--- src/sv/ole_pkg.sv ---
// Shared types and constants for the ordered list engine.
// Depends on nothing; every other file of the block imports it.
`default_nettype none

package ole_pkg;

    // Capacity of the list and the widths that follow from it.
    localparam int DEPTH  = 16;
    localparam int IDX_W  = (DEPTH > 1) ? $clog2(DEPTH) : 1;
    localparam int CNT_W  = $clog2(DEPTH + 1);
    localparam int POS_W  = 8;
    localparam int DATA_W = 32;
    // Width wide enough to compare a position against the count without overflow.
    localparam int CMP_W  = ((CNT_W > POS_W) ? CNT_W : POS_W) + 1;

    // Command codes.
    localparam logic [2:0] KIND_INS_FRONT = 3'd0;
    localparam logic [2:0] KIND_INS_END   = 3'd1;
    localparam logic [2:0] KIND_INS_POS   = 3'd2;
    localparam logic [2:0] KIND_DEL_FRONT = 3'd3;
    localparam logic [2:0] KIND_DEL_END   = 3'd4;
    localparam logic [2:0] KIND_DEL_POS   = 3'd5;
    localparam logic [2:0] KIND_LIST      = 3'd6;

    // Status codes.
    localparam logic [1:0] ST_OK    = 2'd0;
    localparam logic [1:0] ST_EMPTY = 2'd1;
    localparam logic [1:0] ST_RANGE = 2'd2;
    localparam logic [1:0] ST_FULL  = 2'd3;

    // One input item.
    typedef struct packed {
        logic [2:0]               kind;
        logic signed [DATA_W-1:0] value;
        logic [POS_W-1:0]         position;
    } cmd_t;

    // One result item.
    typedef struct packed {
        logic [1:0]               status;
        logic signed [DATA_W-1:0] item;
        logic                     is_last;
        logic [CNT_W-1:0]         entry_count;
    } result_t;

    // Commands from the controller to the datapath.
    typedef struct packed {
        logic load;
        logic exec;
        logic list_emit;
    } ctl_t;

    // Status from the datapath to the controller.
    typedef struct packed {
        logic is_list;
        logic nonempty;
        logic list_last;
    } sts_t;

    // Controller states.
    typedef enum logic [1:0] {
        S_IDLE,
        S_EXEC,
        S_LIST
    } state_t;

endpackage

`default_nettype wire

--- src/sv/ole_ctrl.sv ---
// Controller state machine for the ordered list engine.
// Depends on ole_pkg; drives the datapath through ctl_t and reads sts_t.
`default_nettype none

module ole_ctrl (
    input  wire logic          clk,
    input  wire logic          rst_n,
    input  wire logic          start,
    output logic               busy,
    output ole_pkg::ctl_t      ctl,
    input  wire ole_pkg::sts_t sts
);
    import ole_pkg::*;

    state_t state_reg;
    state_t state_next;

    // State register.
    always_ff @(posedge clk or negedge rst_n)
    begin
        if (!rst_n)
        begin
            state_reg <= S_IDLE;
        end
        else
        begin
            state_reg <= state_next;
        end
    end

    // Next state and command outputs.
    always_comb
    begin
        state_next    = state_reg;
        busy          = 1'b1;
        ctl.load      = 1'b0;
        ctl.exec      = 1'b0;
        ctl.list_emit = 1'b0;
        case (state_reg)
            S_IDLE:
            begin
                busy = 1'b0;
                if (start)
                begin
                    ctl.load   = 1'b1;
                    state_next = S_EXEC;
                end
            end
            S_EXEC:
            begin
                // A listing of a non-empty list streams entries; all else finishes here.
                if (sts.is_list && sts.nonempty)
                begin
                    state_next = S_LIST;
                end
                else
                begin
                    ctl.exec   = 1'b1;
                    state_next = S_IDLE;
                end
            end
            S_LIST:
            begin
                ctl.list_emit = 1'b1;
                if (sts.list_last)
                begin
                    state_next = S_IDLE;
                end
            end
            default:
            begin
                state_next = S_IDLE;
            end
        endcase
    end

endmodule

`default_nettype wire

--- src/sv/ole_datapath.sv ---
// Datapath of the ordered list engine: entry register array, fill count,
// index computation, shifting edits and the result register. Depends on ole_pkg.
`default_nettype none

module ole_datapath (
    input  wire logic             clk,
    input  wire logic             rst_n,
    input  wire ole_pkg::cmd_t    cmd,
    input  wire ole_pkg::ctl_t    ctl,
    output ole_pkg::sts_t         sts,
    output logic                  done,
    output ole_pkg::result_t      result
);
    import ole_pkg::*;

    logic signed [DATA_W-1:0] entries_reg [DEPTH];
    cmd_t                     cmd_reg;
    logic [CNT_W-1:0]         count_reg;
    logic [CNT_W-1:0]         count_next;
    logic [IDX_W-1:0]         list_idx_reg;
    logic                     done_reg;
    result_t                  result_reg;

    logic [CMP_W-1:0] cnt_w;
    logic [CMP_W-1:0] pos_w;
    logic [CMP_W-1:0] pos_m1;
    logic [CMP_W-1:0] idx_w;
    logic [IDX_W-1:0] idx;
    logic [1:0]       status;
    logic             do_ins;
    logic             do_del;
    logic             full;
    logic             empty;

    assign cnt_w  = CMP_W'(count_reg);
    assign pos_w  = CMP_W'(cmd_reg.position);
    assign pos_m1 = pos_w - CMP_W'(1);
    assign full   = (cnt_w >= CMP_W'(DEPTH));
    assign empty  = (count_reg == '0);
    assign idx    = idx_w[IDX_W-1:0];

    // Decode the held command into an edit index and a status.
    always_comb
    begin
        status = ST_OK;
        do_ins = 1'b0;
        do_del = 1'b0;
        idx_w  = '0;
        case (cmd_reg.kind)
            KIND_INS_FRONT:
            begin
                do_ins = 1'b1;
            end
            KIND_INS_END:
            begin
                do_ins = 1'b1;
                idx_w  = cnt_w;
            end
            KIND_INS_POS:
            begin
                do_ins = 1'b1;
                if (pos_w == CMP_W'(1) || empty)
                begin
                    idx_w = '0;
                end
                else if (pos_w == '0)
                begin
                    idx_w = CMP_W'(1);
                end
                else if (pos_m1 > cnt_w)
                begin
                    idx_w = cnt_w;
                end
                else
                begin
                    idx_w = pos_m1;
                end
            end
            KIND_DEL_FRONT:
            begin
                if (empty)
                begin
                    status = ST_EMPTY;
                end
                else
                begin
                    do_del = 1'b1;
                end
            end
            KIND_DEL_END:
            begin
                if (empty)
                begin
                    status = ST_EMPTY;
                end
                else
                begin
                    do_del = 1'b1;
                    idx_w  = cnt_w - CMP_W'(1);
                end
            end
            KIND_DEL_POS:
            begin
                if (empty)
                begin
                    status = ST_EMPTY;
                end
                else if (pos_w == CMP_W'(1))
                begin
                    do_del = 1'b1;
                end
                else if (pos_w == '0 || count_reg == CNT_W'(1))
                begin
                    status = ST_RANGE;
                end
                else
                begin
                    do_del = 1'b1;
                    if (pos_m1 > cnt_w - CMP_W'(1))
                    begin
                        idx_w = cnt_w - CMP_W'(1);
                    end
                    else
                    begin
                        idx_w = pos_m1;
                    end
                end
            end
            KIND_LIST:
            begin
                if (empty)
                begin
                    status = ST_EMPTY;
                end
            end
            default:
            begin
                status = ST_OK;
            end
        endcase
        // An insert into a full list is dropped.
        if (do_ins && full)
        begin
            status = ST_FULL;
            do_ins = 1'b0;
        end
    end

    // Fill count after the edit.
    always_comb
    begin
        count_next = count_reg;
        if (do_ins)
        begin
            count_next = count_reg + CNT_W'(1);
        end
        else if (do_del)
        begin
            count_next = count_reg - CNT_W'(1);
        end
    end

    // Status toward the controller.
    assign sts.is_list   = (cmd_reg.kind == KIND_LIST);
    assign sts.nonempty  = !empty;
    assign sts.list_last = (CNT_W'(list_idx_reg) == count_reg - CNT_W'(1));

    // Command capture and entry array; each entry takes its own value, a neighbor or the new value.
    always_ff @(posedge clk)
    begin
        if (ctl.load)
        begin
            cmd_reg <= cmd;
        end
        if (ctl.exec && do_ins)
        begin
            for (int i = DEPTH - 1; i > 0; i--)
            begin
                if (IDX_W'(i) == idx)
                begin
                    entries_reg[i] <= cmd_reg.value;
                end
                else if (IDX_W'(i) > idx)
                begin
                    entries_reg[i] <= entries_reg[i-1];
                end
            end
            if (idx == '0)
            begin
                entries_reg[0] <= cmd_reg.value;
            end
        end
        else if (ctl.exec && do_del)
        begin
            for (int i = 0; i < DEPTH - 1; i++)
            begin
                if (IDX_W'(i) >= idx)
                begin
                    entries_reg[i] <= entries_reg[i+1];
                end
            end
        end
    end

    // Fill count, listing index and result strobe.
    always_ff @(posedge clk or negedge rst_n)
    begin
        if (!rst_n)
        begin
            count_reg    <= '0;
            list_idx_reg <= '0;
            done_reg     <= 1'b0;
        end
        else
        begin
            done_reg <= ctl.exec || ctl.list_emit;
            if (ctl.load)
            begin
                list_idx_reg <= '0;
            end
            else if (ctl.list_emit)
            begin
                list_idx_reg <= list_idx_reg + IDX_W'(1);
            end
            if (ctl.exec)
            begin
                count_reg <= count_next;
            end
        end
    end

    // Result register.
    always_ff @(posedge clk)
    begin
        if (ctl.exec)
        begin
            result_reg.status      <= status;
            result_reg.item        <= '0;
            result_reg.is_last     <= 1'b1;
            result_reg.entry_count <= count_next;
        end
        else if (ctl.list_emit)
        begin
            result_reg.status      <= ST_OK;
            result_reg.item        <= entries_reg[list_idx_reg];
            result_reg.is_last     <= sts.list_last;
            result_reg.entry_count <= count_reg;
        end
    end

    assign done   = done_reg;
    assign result = result_reg;

endmodule

`default_nettype wire

--- src/sv/ordered_list_engine.sv ---
// Edit commands: start loads cmd_reg, the EXEC state applies the edit and done_reg strobes
// the result; a new item is taken only once the engine is back in IDLE and busy is low.
// List command: after the EXEC decode state, N entries stream out one a cycle from S_LIST;
// an empty list gives one ST_EMPTY result instead. The receiver cannot stall the strobe.
// Reset empties the list at once; entry contents are undefined until written.
// Top level of the ordered list engine; depends on ole_pkg, ole_ctrl, ole_datapath.
`default_nettype none

module ordered_list_engine (
    input  wire logic             clk,
    input  wire logic             rst_n,
    input  wire logic             start,
    output logic                  busy,
    input  wire ole_pkg::cmd_t    cmd,
    output logic                  done,
    output ole_pkg::result_t      result
);
    import ole_pkg::*;

    ctl_t ctl;
    sts_t sts;

    // Sequencing.
    ole_ctrl u_ctrl (
        .clk   (clk),
        .rst_n (rst_n),
        .start (start),
        .busy  (busy),
        .ctl   (ctl),
        .sts   (sts)
    );

    // Storage and edits.
    ole_datapath u_datapath (
        .clk    (clk),
        .rst_n  (rst_n),
        .cmd    (cmd),
        .ctl    (ctl),
        .sts    (sts),
        .done   (done),
        .result (result)
    );

endmodule

`default_nettype wire
--- config.mk ---
export PLATFORM = sky130hd
export DESIGN_NAME = ordered_list_engine
export DESIGN_NICKNAME = d
export VERILOG_FILES = /design/src/sv/ole_pkg.sv /design/src/sv/ole_ctrl.sv /design/src/sv/ole_datapath.sv /design/src/sv/ordered_list_engine.sv
export SDC_FILE = /design/constraint.sdc
export NUM_CORES = 2
export LEC_CHECK = 0
export BUFFER_PORTS_ARGS = -buffer_cell sky130_fd_sc_hd__buf_4
export CORE_MARGIN = 5
export CORE_UTILIZATION = 33
export DETAILED_ROUTE_END_ITERATION = 10
export RECOVER_POWER = 100
export SYNTH_ARGS = -nofsm -noshare
export SYNTH_HDL_FRONTEND = slang
export SYNTH_SLANG_ARGS = --single-unit
--- constraint.sdc ---
create_clock -name clk -period 9.26 [get_ports clk]
set_clock_uncertainty 0.2 [all_clocks]
set_input_delay 0.926 -clock clk [delete_from_list [all_inputs] [get_ports clk]]
set_output_delay 0.926 -clock clk [all_outputs]
set_load 0.005 [all_outputs]
# After elaboration in Yosys (flattened, before gate mapping)

Memories as Yosys holds them, arrays and structs flattened.
Cells that the tools add are included.

Add/sub/neg operators: 5
Multiply operators: 0
Div/mod/pow operators: 0
Order comparisons: 33
Equality and inequality tests: 28
Shift-type cells: 0
Multiplexer cells: 236
Bitwise gates (word level): 30
Reductions and logical operators: 19

Operator list:

| cell                                                                            | number |
|---|---|
| 32-bit two-way mux                                                              | 30 |
| 1-bit two-way mux                                                               | 181 |
| 40-bit two-way mux                                                              | 2 |
| 4-bit two-way mux                                                               | 10 |
| 4-bit == test (first input constant)                                            | 8 |
| 4-bit greater-than comparator (first input constant)                            | 8 |
| 1-bit OR                                                                        | 30 |
| 4-bit >= comparator (first input constant)                                      | 7 |
| 3-bit by 4-bit == test with 1-bit output (first input constant)                 | 4 |
| 3-bit by 4-bit >= comparator with 1-bit output (first input constant)           | 4 |
| 3-bit by 4-bit greater-than comparator with 1-bit output (first input constant) | 4 |
| 4-bit one-hot mux with 4 select lines                                           | 1 |
| 2-bit two-way mux                                                               | 7 |
| 5-bit two-way mux                                                               | 2 |
| 3-bit == test (second input constant)                                           | 3 |
| 9-bit by 5-bit greater-than comparator with 1-bit output                        | 1 |
| 9-bit greater-than comparator                                                   | 1 |
| 9-bit zero test                                                                 | 1 |
| 8-bit by 1-bit subtractor with 9-bit output (second input constant)             | 1 |
| 2-bit by 4-bit == test with 1-bit output (first input constant)                 | 2 |
| 8-bit by 1-bit == test with 1-bit output (second input constant)                | 1 |
| 1-bit by 4-bit >= comparator with 1-bit output (first input constant)           | 2 |
| 2-bit by 4-bit >= comparator with 1-bit output (first input constant)           | 2 |
| 2-bit by 4-bit greater-than comparator with 1-bit output (first input constant) | 2 |
| other kinds (28)                                                                | 37 |

Register bits: 95
Bits in latches: 0
Memory bits (writable): 512
Memory bits (read-only): 0
Output and inout port bits: 42
Logic and storage cells: 363
Memories kept: 1

Memories:

| memory                 | words | width | rd ports | clocked after memory_dff | wr ports | line               | source |
|---|---|---|---|---|---|---|---|
| u_datapath.entries_reg | 16    | 32    | 17       | 0                        | 16       | ole_datapath.sv:16 | `logic signed [DATA_W-1:0] entries_reg [DEPTH];` |

# Logic depth before layout (Yosys ltp)

Depth after elaboration: 14
Mapped depth: 18
Gate-level depth less buffers: 14

# Hierarchy

A second synthesis with hierarchy kept.

Cells, all modules: 2780
Area, all modules: 34355.4 sq um

Modules (own cells, without submodules):

| module       | instances | cells each | area an instance (sq um) | seq. area each (sq um) |
|---|---|---|---|---|
| ole_datapath | 1         | 2768       | 34254.1                  | 17787.1 |
| ole_ctrl     | 1         | 12         | 101.3                    | 50.0 |

# Worst setup path before layout

OpenSTA, ideal clock, no wires.

Kind: register to register
From: register u_datapath.cmd_reg[0] (netlist bit)
To: memory u_datapath.entries_reg[3][0], enable pin
Setup time: 0.466 ns
Arrival time: 5.406 ns
Slack: 3.189 ns
Stages on the path, launching flop included: 15
Buffers on the path: 2
Period minus slack after synthesis: 6.071 ns
Cell sequence: edfxtp_1 -> inv_1 -> ha_1 -> nor3b_1 -> xnor2_1 -> inv_1 -> ha_1 -> or2_2 -> o221ai_1 -> a31oi_1 -> a21oi_2 -> nand2_1 -> buf_2 -> clkbuf_1 -> o21ai_0

RTL lines:

| item                   | line                | source |
|---|---|---|
| from (decl)            | ole_datapath.sv:17  | `cmd_t cmd_reg;` |
| from (signal assigned) | ole_datapath.sv:173 | `cmd_reg <= cmd;` |
| to (decl)              | ole_datapath.sv:16  |  |

==> flow_summary_export.csv <==
group,metric,value,unit
logic_synthesis,async_flop_share,1.977,%
logic_synthesis,synth_area,34960,um2
global_route,antenna_found_initial,1,
sta,post-route-min-period,7727,ps
layout,final_common_cell,"edfxtp_1",
setup_path,cp_data_required_time,9420,ps
floorplanning,io_pins,88,
logic_synthesis,synth-main-ff-cell,"edfxtp_1",
sta,max_freq,129.4,MHz
cts,hold_buffers,1,
logic_synthesis,yosys.cell_types.count,83,
cts,postCtsResizedCells,0,
sta,grt_setup_unrepaired,"false",
logic_synthesis,synth_compound_area_share,11.34,%
setup_path,critPathCaptureType,"register",
floorplanning,initial_core_util,33.21,%
pwr,p_total,11.45,mW
cts,postCtsSetupBuffers,0,
routing,route.detailed.wl_per_inst,25.60,um
routing,dr.pass1.iters,7,
layout,areaGrowthSynthToFinish,11.97,%
layout,n_antenna_cell,0,
logic_synthesis,postSynthCellCount,3013,
layout,num-nets-final,3043,
place,place.gp.congestion,0.8362,
place,dp_hpwl,68.00,mm
run,maxCapViolCount,23,
place,dp.cells,4293,
place,post-place-ws,2593,ps
routing,routed_via_density,5.792,
cts,clk_pin_slew_worst_paths,60,ps
layout,n_fill_cell,10240,
setup_path,r2r_slack,1530,ps
outcome,status,"complete, but fails checks",
sta,max_slew.worst_pin.slew,3865,ps
hold_path,min-delay-start,"u_datapath.result[31]",
routing,drtIter0Drc,2563,
cts,cts_tree,"yes",
outcome,violations,"capacitance limit, slew limit",
layout,fin_cells,4429,
setup_path,reg2reg_from,"u_datapath.cmd_reg[0]",
cts,insertion_delay,640,ps
setup_path,crit_fanout,35,
global_route,track_usage,19.54,%
layout,multi_input_area,16130,um2
global_route,overflow,0,
setup_path,critPathLaunch,"u_datapath.cmd_reg[0]",
layout,final_area,39140,um2
setup_path,max_stage_delay,2280,ps
hold_path,holdPathEnd,"u_datapath.result[31]",
sta,drv_slew,686,
sta,final-setup-viol-count,0,
global_route,grt_first_pass_wirelength,168.6,mm
logic_synthesis,synth_top_family_by_area,"multiplexers",
setup_path,slowest_stage,"o311ai_1",
cts,cts_buffer_depth,3,
sta,hold_violations,0,
hold_path,holdPathStages,2,
layout,largest_reg_flops,512,
logic_synthesis,synth_edf_count,562,
floorplanning,core.rowCount,119,
layout,drive_above_1_share,18.20,%
pwr,p_leak,12.21,nW
place,dpl_cell_area,37150,um2
pwr,power_density,292.5,nW/um2
floorplanning,die_y,335.5,um
cts,clock_sinks,607,
cts,htree_levels,3,
global_route,grt_pass1_vias,25350,
logic_synthesis,syn_area_per_cell,11.60,um2
routing,vias,25650,
logic_synthesis,synthSimpleGateAreaFrac,8.601,%
layout,final_cell_mix,"562 x edfxtp_1, 386 x mux2i_1, 307 x nand2_1, 268 x o21ai_0, 223 x mux2_2",
sta,min_period_over_period,83.44,%
routing,drc,0,
setup_path,r2r-end,"u_datapath.entries_reg[9][19]",
cts,ctsRootBufferMaster,"clkbuf_16",
setup_path,crit_type,"reg2reg",
floorplanning,die_area,112500,um2
setup_path,setup.worst_path.start_class,"register",
logic_synthesis,ys_seq_area_share,51.03,%
logic_synthesis,synthAdderAreaFrac,0.6801,%
sta,final.setup.tns,0,ps
cts,numCtsBuffers,73,
place,place.port_buffers,87,
routing,drtAntennaViolNets,0,
floorplanning,die_w,335.5,um
hold_path,min_path_type,"reg2reg",
setup_path,arrival,7890,ps
setup_path,ff2ff_path_depth,15,
sta,slew_headroom,-157.7,%
floorplanning,core,105300,um2
pwr,peakVddDrop,0.1753,mV
layout,ff_latch_area,17840,um2
layout,final_core_util,37.18,%
setup_path,cp_common_cell,"buf_4",
global_route,grt_max_degree,67,
logic_synthesis,synthesis.nets,3078,
logic_synthesis,yosys_warnings,0,
sta,worst_slack,1533,ps
sta,timing.hold.ws,253.7,ps
logic_synthesis,synth_mux_area_share,24.45,%
setup_path,crit_chain,"or4_1 > or3_1 > nand2_1 > ha_1 > and4_1 > a211oi_1 > a31oi_1 > and2_0 > o311ai_1 > nor2_4 > buf_4 > buf_4 > a21oi_4 > clkbuf_2 > mux2_2",
logic_synthesis,yosys.area_share.xor_xnor,0.4259,%
routing,routed_wl,113.4,mm
logic_synthesis,synth-seq-cells,607,
## cells in the mapped netlist (3+ instances only)
| cell type | number | area, um2 |
|---|---|---|
| buf_2 | 58 | 290.3 |
| o31ai_1 | 33 | 247.7 |
| mux2_1 | 65 | 732.0 |
| clkbuf_1 | 170 | 638.1 |
| nor4_1 | 4 | 25.02 |
| buf_4 | 10 | 75.07 |
| xnor2_1 | 14 | 122.6 |
| a31oi_1 | 40 | 250.2 |
| nor2b_1 | 5 | 31.28 |
| dfrtp_1 | 12 | 300.3 |
| o21ai_1 | 63 | 315.3 |
| ha_1 | 19 | 237.7 |
| nor2_1 | 187 | 701.9 |
| o221ai_1 | 34 | 297.8 |
| a21oi_1 | 112 | 560.5 |
| buf_6 | 3 | 33.78 |
| mux4_2 | 64 | 1441 |
| inv_1 | 21 | 78.83 |
| buf_1 | 24 | 90.09 |
| mux2_2 | 223 | 2511 |
| and2_1 | 6 | 37.54 |
| nand2_1 | 310 | 1164 |
| mux2i_1 | 386 | 3864 |
| dfxtp_1 | 33 | 660.6 |
| nor3_1 | 11 | 55.05 |
| nand2b_1 | 6 | 37.54 |
| edfxtp_1 | 562 | 16880 |
| nand3_1 | 141 | 705.7 |
| a21o_1 | 3 | 22.52 |
| o211ai_1 | 34 | 255.2 |
| or4_1 | 3 | 22.52 |
| or2_2 | 5 | 31.28 |
| a21oi_2 | 3 | 26.28 |
| a21boi_0 | 33 | 247.7 |
| o211a_1 | 3 | 30.03 |
| o311a_1 | 4 | 40.04 |
| or3_1 | 3 | 18.77 |
| xor2_1 | 3 | 26.28 |
| o21ai_0 | 216 | 1081 |
| o22ai_1 | 33 | 206.5 |
## worst max-delay path: cells and delay by family (launching register included)
kind	cells	cell delay, ps
compound gates	4	2830
buf+inv	3	1680
simple gates	6	1450
flops	1	580
mux	1	420
fa+ha+maj	1	230
## worst max-delay path by stage
stage / to / cells past startpoint / slack (ps)
finish: u_datapath.entries_reg[9][19] / 15 / 1530
global route: u_datapath.entries_reg[4][7] / 14 / 1060
CTS: u_datapath.entries_reg[10][18] / 15 / 2560
detailed placement: u_datapath.entries_reg[10][18] / 15 / 2590
global placement: u_datapath.entries_reg[10][19] / 16 / 2630
floorplan: u_datapath.entries_reg[3][0] / 14 / 3190
## where the power goes
| group | switching, mW | internal (mW) | total (mW) |
|---|---|---|---|
| clock network | 1.23 | 1.68 | 2.91 |
| logic | 2.32 | 1.49 | 3.81 |
| registers | 0.639 | 4.09 | 4.73 |
| total | 4.19 | 7.26 | 11.4 |
## area by class of cell
class | count | area share, %
Inverter | 22 | 0.2142
Timing Repair Buffer | 156 | 2.506
Clock buffer | 101 | 5.175
Clock inverter | 34 | 0.8631
Sequential cell | 607 | 45.59
Multi-Input combinational cell | 2118 | 41.21
Tap cell | 1391 | 4.447
## kinds of logic after synthesis
group                    Yosys count
AO/OA/AOI/OAI                    646
XOR/XNOR                          17
adder cells (fa/ha/maj)           19
buffers and inverters            288
flip-flops                       607
multiplexers                     738
AND/OR/NAND/NOR                  698
## layer usage
layer	vias up	GRT usage, %	share of wire, %
li1	11400	-	-
met2	1131	31.79	46
met5	-	0	0
met3	190	3.024	8.1
met1	12930	27.06	43
met4	0	5.813	2.5
Note: power is estimated with default switching activity, not from simulation.
